### src/hdl/zoom_ratio_position_map_macros.svh
// Assertion helpers shared by the converter RTL.
`ifndef ZOOM_RATIO_POSITION_MAP_MACROS_SVH
`define ZOOM_RATIO_POSITION_MAP_MACROS_SVH

// Same-cycle implication, clocked on i_clk, off while reset is held.
`define ZRPM_ASSERT_IMP(name, ante, cons, msg) \
    name: assert property (@(posedge i_clk) disable iff (!i_rst_n) (ante) |-> (cons)) \
        else $error(msg);

// Next-cycle implication, clocked on i_clk, off while reset is held.
`define ZRPM_ASSERT_NXT(name, ante, cons, msg) \
    name: assert property (@(posedge i_clk) disable iff (!i_rst_n) (ante) |=> (cons)) \
        else $error(msg);

`endif

### src/hdl/zrpm_pkg.sv
`timescale 1ns / 1ps
`default_nettype none

package zrpm_pkg;

    localparam int RATIO_FRAC_BITS = 8;
    localparam int TABLE_POINTS    = 30;
    localparam int TABLE_LEN       = 30;
    localparam int N_PTS           = (TABLE_POINTS < TABLE_LEN) ? TABLE_POINTS : TABLE_LEN;
    localparam int IDX_W           = $clog2(N_PTS);
    localparam int DIGITAL_STEPS   = 11;

    localparam int POS_W   = 16;
    localparam int RATIO_W = 17;

    // 11 * max optical ratio
    localparam int DEN_W  = RATIO_W + 4;
    // divisor: twice the span denominator
    localparam int D_W    = DEN_W + 1;
    // dividend: 22 * ratio * position span plus rounding term
    localparam int X_W    = 38;
    localparam int MA_W   = D_W + 1;
    localparam int MB_W   = RATIO_W + 1;
    localparam int PROD_W = MA_W + MB_W;
    localparam int MAG_W  = X_W + 1;
    localparam int DIV_CNT_W = $clog2(X_W);

    localparam int RATIO_HALF = 1 << (RATIO_FRAC_BITS - 1);

    localparam logic [POS_W-1:0]   POS_MAX   = '1;
    localparam logic [RATIO_W-1:0] RATIO_MAX = '1;
    localparam logic [RATIO_W-1:0] RATIO_ONE = RATIO_W'(1 << RATIO_FRAC_BITS);

    localparam logic OP_R2P = 1'b0;
    localparam logic OP_P2R = 1'b1;

    localparam int CFG_IDX_W = 3;
    localparam logic [CFG_IDX_W-1:0] CFG_WIDE_END    = 3'd0;
    localparam logic [CFG_IDX_W-1:0] CFG_OPTICAL_END = 3'd1;
    localparam logic [CFG_IDX_W-1:0] CFG_DIGITAL_END = 3'd2;
    localparam logic [CFG_IDX_W-1:0] CFG_MAX_OPTICAL = 3'd3;
    localparam logic [CFG_IDX_W-1:0] CFG_MAX_DIGITAL = 3'd4;

    // lens position at 1x, 2x, ... 30x
    localparam logic [POS_W-1:0] LENS_POINTS [TABLE_LEN] = '{
        16'h0000, 16'h16A1, 16'h2063, 16'h2628, 16'h2A1D, 16'h2D13,
        16'h2F6D, 16'h3161, 16'h330D, 16'h3486, 16'h35D7, 16'h3709,
        16'h3820, 16'h3920, 16'h3A0A, 16'h3ADD, 16'h3B9C, 16'h3C46,
        16'h3CDC, 16'h3D60, 16'h3DD4, 16'h3E39, 16'h3E90, 16'h3EDC,
        16'h3F1E, 16'h3F57, 16'h3F8A, 16'h3FB6, 16'h3FDC, 16'h4000
    };

    function automatic logic [POS_W-1:0] lens_point(input logic [IDX_W-1:0] idx);
        logic [POS_W-1:0] v;
        v = '0;
        if (int'(idx) < TABLE_LEN) begin
            v = LENS_POINTS[idx];
        end
        return v;
    endfunction

endpackage

`default_nettype wire

### src/hdl/zrpm_div.sv
`timescale 1ns / 1ps
`default_nettype none

`include "zoom_ratio_position_map_macros.svh"

module zrpm_div
    import zrpm_pkg::*;
(
    input  wire logic             i_clk,
    input  wire logic             i_rst_n,
    input  wire logic             i_start,
    input  wire logic [X_W-1:0]   i_dividend,
    input  wire logic [D_W-1:0]   i_divisor,
    output logic                  o_done,
    output logic [X_W-1:0]        o_quot
);

    logic [X_W-1:0]       r_quot, n_quot;
    logic [D_W-1:0]       r_rem, n_rem;
    logic [D_W-1:0]       r_dvs, n_dvs;
    logic [DIV_CNT_W-1:0] r_cnt, n_cnt;
    logic                 r_busy, n_busy;
    logic                 r_done, n_done;
    logic [D_W:0]         trial;
    logic                 ge;

    // restoring divide, one quotient bit per cycle
    always_comb begin
        trial  = {r_rem, r_quot[X_W-1]};
        ge     = (trial >= {1'b0, r_dvs});
        n_quot = r_quot;
        n_rem  = r_rem;
        n_dvs  = r_dvs;
        n_cnt  = r_cnt;
        n_busy = r_busy;
        n_done = 1'b0;
        if (i_start && !r_busy) begin
            n_busy = 1'b1;
            n_cnt  = DIV_CNT_W'(X_W - 1);
            n_quot = i_dividend;
            n_rem  = '0;
            n_dvs  = i_divisor;
        end else if (r_busy) begin
            n_rem  = ge ? D_W'(trial - {1'b0, r_dvs}) : trial[D_W-1:0];
            n_quot = {r_quot[X_W-2:0], ge};
            n_cnt  = r_cnt - 1'b1;
            if (r_cnt == '0) begin
                n_busy = 1'b0;
                n_done = 1'b1;
            end
        end
    end

    always_ff @(posedge i_clk) begin
        if (!i_rst_n) begin
            r_busy <= 1'b0;
            r_done <= 1'b0;
        end else begin
            r_busy <= n_busy;
            r_done <= n_done;
        end
        r_quot <= n_quot;
        r_rem  <= n_rem;
        r_dvs  <= n_dvs;
        r_cnt  <= n_cnt;
    end

    assign o_done = r_done;
    assign o_quot = r_quot;

    `ZRPM_ASSERT_IMP(a_rem_below_divisor, r_busy, r_rem < r_dvs, "partial remainder not below divisor")
    `ZRPM_ASSERT_NXT(a_start_takes, i_start && !r_busy, r_busy, "divider did not start")
    `ZRPM_ASSERT_NXT(a_done_single, r_done, !r_done && !r_busy, "done not a single idle pulse")

endmodule

`default_nettype wire

### src/hdl/zoom_ratio_position_map.sv
`timescale 1ns / 1ps
`default_nettype none

`include "zoom_ratio_position_map_macros.svh"

// Zoom ratio <-> lens position converter. Pulse start while busy is low to hand
// over one command; busy stays high until the result is out. The result shows
// on o_position_out / o_ratio_out for exactly one cycle with o_done high and
// cannot be held off, so capture it on that cycle. Each command passes the clamp
// and select states and then, as needed: no arithmetic (zero optical maximum,
// empty digital span), a multiply and the 38-step restoring divider for the
// digital span, a segment scan of up to 29 steps plus multiply for table
// ratio-to-position, and a segment scan followed where needed by the divider for
// table position-to-ratio, before the finish state. busy drops in the o_done
// cycle, so the next command can be taken there. Configuration writes are always
// ready and must only be issued while busy is low.
module zoom_ratio_position_map
    import zrpm_pkg::*;
(
    input  wire logic                 i_clk,
    input  wire logic                 i_rst_n,
    input  wire logic                 start,
    output logic                      busy,
    input  wire logic                 i_operation,
    input  wire logic [RATIO_W-1:0]   i_ratio_in,
    input  wire logic [POS_W-1:0]     i_position_in,
    output logic                      o_done,
    output logic [POS_W-1:0]          o_position_out,
    output logic [RATIO_W-1:0]        o_ratio_out,
    input  wire logic                 i_cfg_valid,
    output logic                      o_cfg_ready,
    input  wire logic [CFG_IDX_W-1:0] i_cfg_index,
    input  wire logic [RATIO_W-1:0]   i_cfg_data
);

    typedef enum logic [8:0] {
        S_IDLE  = 9'b000000001,
        S_CLAMP = 9'b000000010,
        S_SEL   = 9'b000000100,
        S_SCAN  = 9'b000001000,
        S_MUL   = 9'b000010000,
        S_PREP  = 9'b000100000,
        S_DIV   = 9'b001000000,
        S_ADJ   = 9'b010000000,
        S_FIN   = 9'b100000000
    } t_state;

    t_state r_state, n_state;

    logic [POS_W-1:0]   r_we, r_ot, r_dt;
    logic [RATIO_W-1:0] r_mo, r_md;

    logic                     r_op, n_op;
    logic [RATIO_W-1:0]       r_val, n_val;
    logic [IDX_W-1:0]         r_idx, n_idx;
    logic                     r_dig, n_dig;
    logic                     r_neg, n_neg;
    logic [RATIO_W-1:0]       r_base, n_base;
    logic [MAG_W-1:0]         r_mag, n_mag;
    logic [DEN_W-1:0]         r_den, n_den;
    logic signed [MA_W-1:0]   r_ma, n_ma;
    logic signed [MB_W-1:0]   r_mb, n_mb;
    logic signed [PROD_W-1:0] r_prod;
    logic [X_W-1:0]           r_dvd, n_dvd;
    logic [D_W-1:0]           r_dvs, n_dvs;
    logic                     r_go, n_go;
    logic                     r_valid, n_valid;
    logic [POS_W-1:0]         r_pos_out, n_pos_out;
    logic [RATIO_W-1:0]       r_ratio_out, n_ratio_out;

    logic                     div_done;
    logic [X_W-1:0]           div_quot;

    logic [POS_W-1:0]         hi_p, lo_p, seg_d;
    logic [RATIO_W-1:0]       hi_r, lo_r, clamp_t;
    logic [POS_W-1:0]         clamp_p;
    logic                     hit;
    logic signed [PROD_W:0]   x_d0;
    logic [X_W-1:0]           x_d1;
    logic [PROD_W-1:0]        t0_sum;
    logic [MAG_W:0]           sum_fin;
    logic [RATIO_W-1:0]       lim, res;

    zrpm_div u_div (
        .i_clk      (i_clk),
        .i_rst_n    (i_rst_n),
        .i_start    (r_go),
        .i_dividend (r_dvd),
        .i_divisor  (r_dvs),
        .o_done     (div_done),
        .o_quot     (div_quot)
    );

    always_comb begin
        hi_p    = lens_point(r_idx);
        lo_p    = lens_point(r_idx - 1'b1);
        seg_d   = hi_p - lo_p;
        hi_r    = RATIO_W'((32'(r_idx) + 1) << RATIO_FRAC_BITS);
        lo_r    = RATIO_W'(32'(r_idx) << RATIO_FRAC_BITS);
        hit     = (r_op == OP_R2P) ? (r_val <= hi_r) : (r_val[POS_W-1:0] <= hi_p);
        x_d0    = $signed({r_prod, 1'b0}) + $signed({(PROD_W + 1 - DEN_W)'(0), r_den});
        x_d1    = r_prod[X_W-1:0] + X_W'(r_den);
        t0_sum  = $unsigned(r_prod) + PROD_W'(RATIO_HALF);
        sum_fin = (MAG_W + 1)'(r_mag) + (MAG_W + 1)'(r_base);
        lim     = (r_op == OP_R2P) ? RATIO_W'(POS_MAX) : RATIO_MAX;
        clamp_t = (r_val > r_md) ? r_md : r_val;
        clamp_p = (r_val[POS_W-1:0] > r_dt) ? r_dt : r_val[POS_W-1:0];
        if (r_neg) begin
            res = (r_mag > MAG_W'(r_base)) ? '0 : RATIO_W'(MAG_W'(r_base) - r_mag);
        end else begin
            res = (sum_fin > (MAG_W + 1)'(lim)) ? lim : RATIO_W'(sum_fin);
        end

        n_state     = r_state;
        n_op        = r_op;
        n_val       = r_val;
        n_idx       = r_idx;
        n_dig       = r_dig;
        n_neg       = r_neg;
        n_base      = r_base;
        n_mag       = r_mag;
        n_den       = r_den;
        n_ma        = r_ma;
        n_mb        = r_mb;
        n_dvd       = r_dvd;
        n_dvs       = r_dvs;
        n_go        = 1'b0;
        n_valid     = 1'b0;
        n_pos_out   = r_pos_out;
        n_ratio_out = r_ratio_out;

        case (r_state)
            S_IDLE: begin
                if (start) begin
                    n_op    = i_operation;
                    n_val   = (i_operation == OP_R2P) ? i_ratio_in : RATIO_W'(i_position_in);
                    n_state = S_CLAMP;
                end
            end
            S_CLAMP: begin
                if (r_op == OP_R2P) begin
                    n_val = (clamp_t < RATIO_ONE) ? RATIO_ONE : clamp_t;
                end else begin
                    n_val = RATIO_W'((clamp_p < r_we) ? r_we : clamp_p);
                end
                n_state = S_SEL;
            end
            S_SEL: begin
                n_neg = 1'b0;
                n_mag = '0;
                n_idx = IDX_W'(1);
                n_dig = 1'b0;
                if (r_op == OP_R2P) begin
                    if (r_val > r_mo) begin
                        if (r_mo == '0) begin
                            n_base  = RATIO_W'(r_dt);
                            n_state = S_FIN;
                        end else begin
                            n_den   = DEN_W'(r_mo) * DEN_W'(DIGITAL_STEPS);
                            n_ma    = MA_W'(r_val - r_mo);
                            n_mb    = MB_W'($signed({1'b0, r_dt}) - $signed({1'b0, r_ot}));
                            n_dig   = 1'b1;
                            n_state = S_MUL;
                        end
                    end else begin
                        n_state = S_SCAN;
                    end
                end else begin
                    if (r_val[POS_W-1:0] > r_ot) begin
                        if (r_dt <= r_ot) begin
                            n_base  = '0;
                            n_mag   = MAG_W'(r_mo) * MAG_W'(DIGITAL_STEPS + 1);
                            n_state = S_FIN;
                        end else begin
                            n_den   = DEN_W'(r_dt - r_ot);
                            n_ma    = MA_W'(r_mo) * MA_W'(2 * DIGITAL_STEPS);
                            n_mb    = MB_W'(r_val[POS_W-1:0] - r_ot);
                            n_dig   = 1'b1;
                            n_state = S_MUL;
                        end
                    end else begin
                        n_state = S_SCAN;
                    end
                end
            end
            S_SCAN: begin
                if (hit) begin
                    if (r_op == OP_R2P) begin
                        n_base  = RATIO_W'(lo_p);
                        n_ma    = MA_W'(r_val - lo_r);
                        n_mb    = MB_W'(seg_d);
                        n_state = S_MUL;
                    end else if (hi_p <= lo_p || r_val[POS_W-1:0] < lo_p) begin
                        n_base  = lo_r;
                        n_state = S_FIN;
                    end else begin
                        n_dvd   = (X_W'(r_val[POS_W-1:0] - lo_p) << (RATIO_FRAC_BITS + 1))
                                + X_W'(seg_d);
                        n_dvs   = D_W'(seg_d) << 1;
                        n_base  = lo_r;
                        n_go    = 1'b1;
                        n_state = S_DIV;
                    end
                end else if (r_idx == IDX_W'(N_PTS - 1)) begin
                    n_base  = (r_op == OP_R2P) ? RATIO_W'(r_ot) : r_mo;
                    n_state = S_FIN;
                end else begin
                    n_idx = r_idx + 1'b1;
                end
            end
            S_MUL: begin
                n_state = S_PREP;
            end
            S_PREP: begin
                if (r_op == OP_R2P && !r_dig) begin
                    n_mag   = MAG_W'(t0_sum >> RATIO_FRAC_BITS);
                    n_state = S_FIN;
                end else if (r_op == OP_R2P) begin
                    // negative sums divide the ones' complement; quotient is then -(q + 1)
                    n_neg   = x_d0[PROD_W];
                    n_dvd   = x_d0[PROD_W] ? ~x_d0[X_W-1:0] : x_d0[X_W-1:0];
                    n_dvs   = D_W'(r_den) << 1;
                    n_base  = RATIO_W'(r_ot);
                    n_go    = 1'b1;
                    n_state = S_DIV;
                end else begin
                    n_dvd   = x_d1;
                    n_dvs   = D_W'(r_den) << 1;
                    n_base  = r_mo;
                    n_go    = 1'b1;
                    n_state = S_DIV;
                end
            end
            S_DIV: begin
                if (div_done) begin
                    n_state = S_ADJ;
                end
            end
            S_ADJ: begin
                n_mag   = MAG_W'(div_quot) + MAG_W'(r_neg);
                n_state = S_FIN;
            end
            S_FIN: begin
                n_valid     = 1'b1;
                n_pos_out   = (r_op == OP_R2P) ? res[POS_W-1:0] : '0;
                n_ratio_out = (r_op == OP_R2P) ? '0 : res;
                n_state     = S_IDLE;
            end
            default: begin
                n_state = S_IDLE;
            end
        endcase
    end

    always_ff @(posedge i_clk) begin
        if (!i_rst_n) begin
            r_state <= S_IDLE;
            r_go    <= 1'b0;
            r_valid <= 1'b0;
            r_we    <= 16'd0;
            r_ot    <= 16'd16384;
            r_dt    <= 16'd31424;
            r_mo    <= 17'd7680;
            r_md    <= 17'd92160;
        end else begin
            r_state <= n_state;
            r_go    <= n_go;
            r_valid <= n_valid;
            if (i_cfg_valid) begin
                case (i_cfg_index)
                    CFG_WIDE_END:    r_we <= i_cfg_data[POS_W-1:0];
                    CFG_OPTICAL_END: r_ot <= i_cfg_data[POS_W-1:0];
                    CFG_DIGITAL_END: r_dt <= i_cfg_data[POS_W-1:0];
                    CFG_MAX_OPTICAL: r_mo <= i_cfg_data;
                    CFG_MAX_DIGITAL: r_md <= i_cfg_data;
                    default: begin
                    end
                endcase
            end
        end
        r_op        <= n_op;
        r_val       <= n_val;
        r_idx       <= n_idx;
        r_dig       <= n_dig;
        r_neg       <= n_neg;
        r_base      <= n_base;
        r_mag       <= n_mag;
        r_den       <= n_den;
        r_ma        <= n_ma;
        r_mb        <= n_mb;
        r_prod      <= r_ma * r_mb;
        r_dvd       <= n_dvd;
        r_dvs       <= n_dvs;
        r_pos_out   <= n_pos_out;
        r_ratio_out <= n_ratio_out;
    end

    assign busy           = (r_state != S_IDLE);
    assign o_done         = r_valid;
    assign o_position_out = r_pos_out;
    assign o_ratio_out    = r_ratio_out;
    assign o_cfg_ready    = 1'b1;

    `ZRPM_ASSERT_NXT(a_accept_busy, start && !busy, busy, "command transfer did not raise busy")
    `ZRPM_ASSERT_IMP(a_div_done_waiting, div_done, r_state == S_DIV, "divider done outside wait")
    `ZRPM_ASSERT_IMP(a_single_field, o_done && r_op == OP_R2P, o_ratio_out == '0, "ratio set on position result")

endmodule

`default_nettype wire
### config.mk
export PLATFORM = sky130hd
export DESIGN_NAME = zoom_ratio_position_map
export DESIGN_NICKNAME = d
export VERILOG_FILES = /design/src/hdl/zrpm_pkg.sv /design/src/hdl/zrpm_div.sv /design/src/hdl/zoom_ratio_position_map.sv
export VERILOG_INCLUDE_DIRS = /design/src /design/src/hdl
export SDC_FILE = /design/constraint.sdc
export NUM_CORES = 2
export LEC_CHECK = 0
export BUFFER_PORTS_ARGS = -buffer_cell sky130_fd_sc_hd__buf_2
export CAP_MARGIN = 15
export CORE_MARGIN = 4
export CORE_UTILIZATION = 55
export DETAILED_ROUTE_END_ITERATION = 16
export PLACE_DENSITY = 0.74
export SLEW_MARGIN = 20
export SYNTH_ARGS = -nofsm -noshare
export SYNTH_HDL_FRONTEND = slang
export SYNTH_HIERARCHICAL = 1
export SYNTH_SLANG_ARGS = --single-unit
### constraint.sdc
create_clock -name i_clk -period 8.5 [get_ports i_clk]
set_input_delay 1.7 -clock i_clk [delete_from_list [all_inputs] [get_ports i_clk]]
set_output_delay 1.7 -clock i_clk [all_outputs]
set_load 0.02 [all_outputs]
-- Yosys cells after proc, flatten, opt, wreduce, memory -nomap -nowiden
Memory sizes are Yosys's and may differ from the RTL's.
Index checks and enable logic that the tools add are counted.
- memories kept: 2
- input bits: 58
- output and inout bits: 36
- ROM bits: 1024
- logic and storage cells: 251
- register bits: 460
- memories (name ; words ; width ; read ports ; clocked after Yosys merged registers in ; wr ports ; line ; RTL):
    (no name shown) ; 32 ; 16 ; 1 ; 0 ; 0 ; zrpm_pkg.sv:57 ; v = LENS_POINTS[idx];
    (no name shown) ; 32 ; 16 ; 1 ; 0 ; 0 ; zrpm_pkg.sv:57 ;
- bitwise gates (word level): 6
- multiply operators: 4
- add/subtract/negate cells: 19
- order comparisons: 18
- mux-type cells: 105
- reduce and logical (&&, ||, !) cells: 32
- equal/unequal tests: 36
- operator list (kind ; number):
    two-way mux 17 bit ; 18
    two-way mux 38 bit ; 8
    two-way mux 21 bit ; 8
    two-way mux 23 bit ; 7
    two-way mux 16 bit ; 9
    two-way mux 18 bit ; 7
    case mux 39 bit (3 select lines) ; 1
    two-way mux 22 bit ; 5
    two-way mux 9 bit ; 12
    case mux 38 bit (2 select lines) ; 1
    case mux 9 bit (8 select lines) ; 1
    subtractor 16 x 16 -> 17 bit ; 4
    case mux 17 bit (3 select lines) ; 1
    less-or-equal comparator 16 bit ; 3
    case mux 23 bit (2 select lines) ; 1
    case mux 22 bit (2 select lines) ; 1
    adder 42 x 22 -> 42 bit ; 1
    multiplier 17 x 4 -> 21 bit, second input constant ; 2
    adder 41 x 8 -> 41 bit, second input constant ; 1
    multiplier 23 x 18 -> 41 bit ; 1
    adder 39 x 17 -> 40 bit ; 1
    greater-than comparator 40 x 17 -> 1 bit ; 1
    adder 38 x 1 -> 39 bit ; 1
    greater-than comparator 39 x 17 -> 1 bit ; 1
    other kinds (60) ; 124

-- Depth between registers and ports, before layout
- depth in word-level cells: 12
- gate-level depth with buffers: 36
- mapped depth without buffers: 33

-- Modules after synthesis
Netlist, hierarchy kept.
- modules (own cells, without submodules) (module ; sequential area each (um^2) ; times used ; cells each ; area an instance (um^2)):
    zoom_ratio_position_map ; 9709.3 ; 1 ; 5561 ; 47192.8
    zrpm_div ; 2402.3 ; 1 ; 436 ; 4889.7

-- Least setup slack after synthesis
OpenSTA, ideal clock, no wires.
- kind: reg-to-reg
- from: register r_idx[0]
- to: register r_dvd[0] (enable)
- path slack: 0.729 ns
- buffers on the path: 3
- library setup time: 0.478 ns
- period minus slack after synthesis: 7.771 ns
- required time: 8.022 ns
- cell stages (with the launch flop): 24
- data arrival time: 7.293 ns
- cell sequence: edfxtp_1 clkbuf_1 clkinv_1 ha_1 inv_1 ha_1 clkbuf_1 buf_1 nor3_1 o22ai_1 o21ai_0 o21ai_0 ha_1 fa_1 nor2b_1 o21ai_0 a21boi_0 o31a_1 o41ai_1 o21ai_0 o221ai_1 o21ai_0 a22oi_1 nor2_1
- elaborated cells between the ends (all ways): 23
- classes of those cells: add/sub (2); order compare (6); eq/ne (2); mux (7); bitwise (2); reduce/logical (2); memory (2)
- RTL lines (what ; line ; RTL):
    from (decl) ; zoom_ratio_position_map.sv:55 ; logic [IDX_W-1:0] r_idx, n_idx;
    from (signal assigned) ; zoom_ratio_position_map.sv:283 ; r_idx <= n_idx;
    adder 5 x 1 -> 6 bit ; zoom_ratio_position_map.sv:98 ; hi_r = RATIO_W'((32'(r_idx) + 1) << RATIO_FRAC_BITS);
    net hi_r[8] ; zoom_ratio_position_map.sv:75 ; logic [RATIO_W-1:0] hi_r, lo_r, clamp_t;
    less-or-equal comparator 17 x 14 -> 1 bit ; zoom_ratio_position_map.sv:100 ; hit = (r_op == OP_R2P) ? (r_val <= hi_r) : (r_val[POS_W-1:0] <= hi_p);
    two-way mux 1 bit ; zoom_ratio_position_map.sv:100 ;
    != test 2 bit (no line) ; n/a ;
    AND reduction 5 bit (no line) ; n/a ;
    to (signal assigned) ; zoom_ratio_position_map.sv:292 ; r_dvd <= n_dvd;
    to (decl) ; zoom_ratio_position_map.sv:64 ; logic [X_W-1:0] r_dvd, n_dvd;
The timed path passes the listed nets, and every way through them passes these cells. The select of a mux whose other input is x is not followed.
A chain may end at the register's enable or synchronous reset.

-- Worst setup path after layout
- from: register r_ma[5]
- to: register r_prod[36]
- word-level cells in the longest chain between the ends: 1
- RTL lines (what ; line ; RTL):
    from (decl) ; zoom_ratio_position_map.sv:61 ; logic signed [MA_W-1:0] r_ma, n_ma;
    from (signal assigned) ; zoom_ratio_position_map.sv:289 ; r_ma <= n_ma;
    multiplier 23 x 18 -> 41 bit ; zoom_ratio_position_map.sv:291 ; r_prod <= r_ma * r_mb;
    to (signal assigned) ; zoom_ratio_position_map.sv:291 ;
    to (decl) ; zoom_ratio_position_map.sv:63 ; logic signed [PROD_W-1:0] r_prod;
No other way between the ends.

==> flow_metrics.tcl <==
set metrics [dict create \
    run_status "complete, no violations" \
    worst_path_largest_cell_delay_ns 0.67 \
    worst_path_most_repeated_cell "fa_1" \
    worstSetupEndpointType "flip-flop" \
    total_leakage_power_nw 24.2 \
    post_route_ant_nets 0 \
    cts.repair.resized 0 \
    wire_per_inst_um 23.7 \
    max_freq_mhz 129 \
    die_y_um 316 \
    cp_slowest_cell "edfxtp_1" \
    finalSetupViolCount 0 \
    postSynthCellCount 5997 \
    tritoncts "done" \
    count_of_buffers_added_by_post_cts_timing_repair_for_setup 0 \
    comb_power_share_pct 38.1 \
    global_route_wire_length_before_repair_um 262000 \
    drv_cap 0 \
    rsz0062_at_grt "no" \
    critical_path_fanout_max 18 \
    cts.sink_count 458 \
    mappedNetlistArea_mm2 0.0521 \
    fin_nets 6917 \
    pwr_density_cell_mw_per_mm2 154 \
    post_synth.cell_area_avg_um2 8.68 \
    remaining_drc_errors 0 \
    cts.root.buffer_cell "clkbuf_16" \
    setup.worst_path.start_class "flip-flop" \
    hold_path_startpoint "r_dvs[3]" \
    via_per_inst 6.11 \
    p_switching_mw 3.38 \
    die-width_um 316 \
    drt_wl_total_um 172000 \
    post-dp-hpwl_um 137000 \
    clkSlewWorstSetupHoldPaths_ns 0.06 \
    drt_iter0_drc 5253 \
    grt_pass1_vias 42800 \
    grt_start_max_net_pins 66 \
    synth_edf_count 294 \
    postSynth.topFlopCell "edfxtp_1" \
    holdBufCountCts 0 \
    area_growth_synth_to_finish_pct 6.79 \
    place.gp.congestion 1.04 \
    floorplan.initialDensity_pct 55.6 \
    postSynth.asyncResetShare_pct 0 \
    net_count_after_synthesis 6951 \
    ys_seq_area_share_pct 23.3 \
    dr_total_vias 44400 \
    sequentialPowerShare_pct 33.2 \
    cp_cell_sequence "and2_1, fa_1, inv_1, fa_1, fa_1, fa_1, inv_1, fa_1, inv_1, fa_1, inv_1, ha_1, a21o_1, a21o_1, a221oi_1, a21oi_1, o21a_1, a31oi_1, or3b_2, a31oi_1, o21ai_0, a21oi_1, xnor2_1" \
    dieArea_mm2 0.0997 \
    grtUsageTotal_pct 34.5 \
    p_int_mw 5.19 \
    antenna_found_initial 7 \
    slew_viol_final 0 \
    setup.worst_path.start "r_ma[5]" \
    drt_pass_1_iters 6 \
    min-delay-path-class "reg2reg" \
    globalRouteOverflowTotal 0 \
    std_cell_rows 112 \
    ratio_of_cells_with_drive_above_1_in_the_final_layout_pct 6.74 \
    power_frac_clock_pct 28.7 \
    cts_made_buffers 55 \
    setup_tns_ns 0 \
    final-hold-violation-count 0 \
    ys_types 105 \
    final.min_clock_period_ns 7.77 \
    layout_worst_path_cycle_share_pct 91.4 \
    cts.htree.levels 2 \
    coreArea_mm2 0.0936 \
    cp_data_required_time_ns 9.08 \
    cp.arrival_ns 8.35 \
    max-vdd-ir-drop_mv 0.153 \
    power.share.switching_pct 39.4 \
    clk_path_buf_depth 3 \
    port_buffers 92 \
    top_level_ports 94 \
    finClkSkew_ns 0.0338 \
    worstSetupPathType "reg2reg" \
    clk-insertion-delay-late_ns 0.66 \
    fin_total_pwr_mw 8.57 \
    max-slew-margin-rel_pct 22.0 \
    worstReg2RegStart "r_ma[5]" \
    yosysWarningCount 6 \
    synth-seq-cells 458 \
    tightest_slew_ns 1.17 \
]
==> sequential cells by signal, indices dropped and copies added, names as in the netlist, 16 cells and up <==
signal	count
r_ma	23
r_base	17
r_dvs	21
r_prod	41
r_den	21
r_md	17
o_position_out	16
r_ot	16
o_ratio_out	17
u_div/r_rem	22
u_div/r_dvs	22
r_mag	39
r_we	16
r_mb	17
r_mo	17
u_div/o_quot	38
r_dvd	38
r_val	17
r_dt	16
==> synthesized netlist by cell type, types with 26 or more instances <==
cell,number,area (µm²)
nor3_1,105,526
fa_1,437,8750
nor2_1,354,1330
edfxtp_1,294,8830
and2_1,174,1090
dfxtp_1,164,3280
ha_1,459,5740
nor4_1,31,194
clkbuf_1,230,863
mux2i_1,71,711
o211ai_1,46,345
a21oi_1,334,1670
and3_1,48,300
nor2b_1,65,407
or3_1,31,194
a21boi_0,76,571
a21o_1,103,773
o21bai_1,26,195
inv_1,796,2990
a211oi_1,54,405
mux2_2,61,687
xor2_1,121,1060
a31oi_1,35,219
or2_2,26,163
o21a_1,54,405
o21ai_0,266,1330
nand2_1,723,2710
nand3_1,110,551
xnor2_1,235,2060
nand2b_1,56,350
nand4_1,59,369
==> layout by cell type, fill, tap and decap left out, drive strengths merged, types with 48 or more instances in the layout <==
cell	n
fa	437
nand4	60
and3	48
xor2	121
edfxtp	294
xnor2	235
nand3	110
and2	174
ha	459
o21ai	268
buf	172
a21o	104
nor2	354
nor2b	65
a21oi	339
dfxtp	164
nand2b	56
nand2	723
nor3	106
a21boi	77
a211oi	57
mux2i	71
clkbuf	74
mux2	61
o21a	54
inv	807
==> cell type report <==
| class | instances | area [µm²] |
|---|---|---|
| Sequential cell | 458 | 12100 |
| Multi-Input combinational cell | 4476 | 36000 |
| Inverter | 800 | 3000 |
| Fill cell | 8327 | 38000 |
| Clock inverter | 30 | 278 |
| Antenna cell | 2 | 5.00 |
| Tap cell | 1254 | 1570 |
| Timing Repair Buffer | 172 | 1060 |
| Clock buffer | 74 | 1590 |
==> cell families after synthesis <==
logic type                 share of synthesized area, %
DFF                                                23.3
xor gates and xnor gates                           5.99
muxes                                              2.77
adders and majority gates                          27.8
and+or+nand+nor                                    17.0
other                                            0.0144
AOI/OAI and AO/OA                                  15.4
buffers and inverters                              7.77
==> critical path, delay by kind of cell, from the launching register on <==
family / cells / cell delay, ns
compound gates: 9 / 2.35
simple gates: 2 / 0.87
buf+inv: 4 / 0.20
fa+ha+maj: 7 / 3.46
xor+xnor: 1 / 0.13
flops: 1 / 0.67
==> stage by stage <==
stage | instance area [µm²] | cells | util [%] | hold WS [ns] | setup WS, ns
final | 55600 | 7266 | 59.4 | 0.413 | 0.729
after global routing | 55600 | 7264 | 59.4 | 0.435 | 0.361
after CTS | 55600 | 7264 | 59.4 | 0.419 | 0.797
after detailed placement | 53700 | 7160 | 57.4 | 0.405 | 0.829
after global placement | 53700 | 7160 | 57.4 | 0.403 | 0.922
after floorplan | 52100 | 5997 | - | 0.400 | 0.729
==> metal layers <==
metal,vias to the layer above,share of wire [%],global-route usage [%]
met4,10,7.1,19.2
met1,21300,40,46.0
li1,20200,-,-
met2,2284,44,54.0
met3,528,9.0,5.31
met5,-,0.042,0
==> power by group through the flow <==
stage	Sequential, mW	Clock [mW]	Combinational, mW
2_1_floorplan	2.65	0	2.27
3_3_place_gp	2.87	0	3.14
3_5_place_dp	2.87	0	3.17
4_1_cts	2.82	2.48	3.19
5_1_grt	2.84	2.57	3.53
6_report	2.84	2.46	3.27
==> final timing paths <==
| kind | endpoint | slack [ns] | depth (start not counted) |
|---|---|---|---|
| setup reg to reg | r_prod[36] | 0.73 | 23 |
| setup / recovery | r_prod[36] | 0.73 | 23 |
| hold reg to reg | u_div/r_dvs[3] | 0.41 | 0 |
| hold / removal | u_div/r_dvs[3] | 0.41 | 0 |
Note: power is estimated with default switching activity, not from simulation.
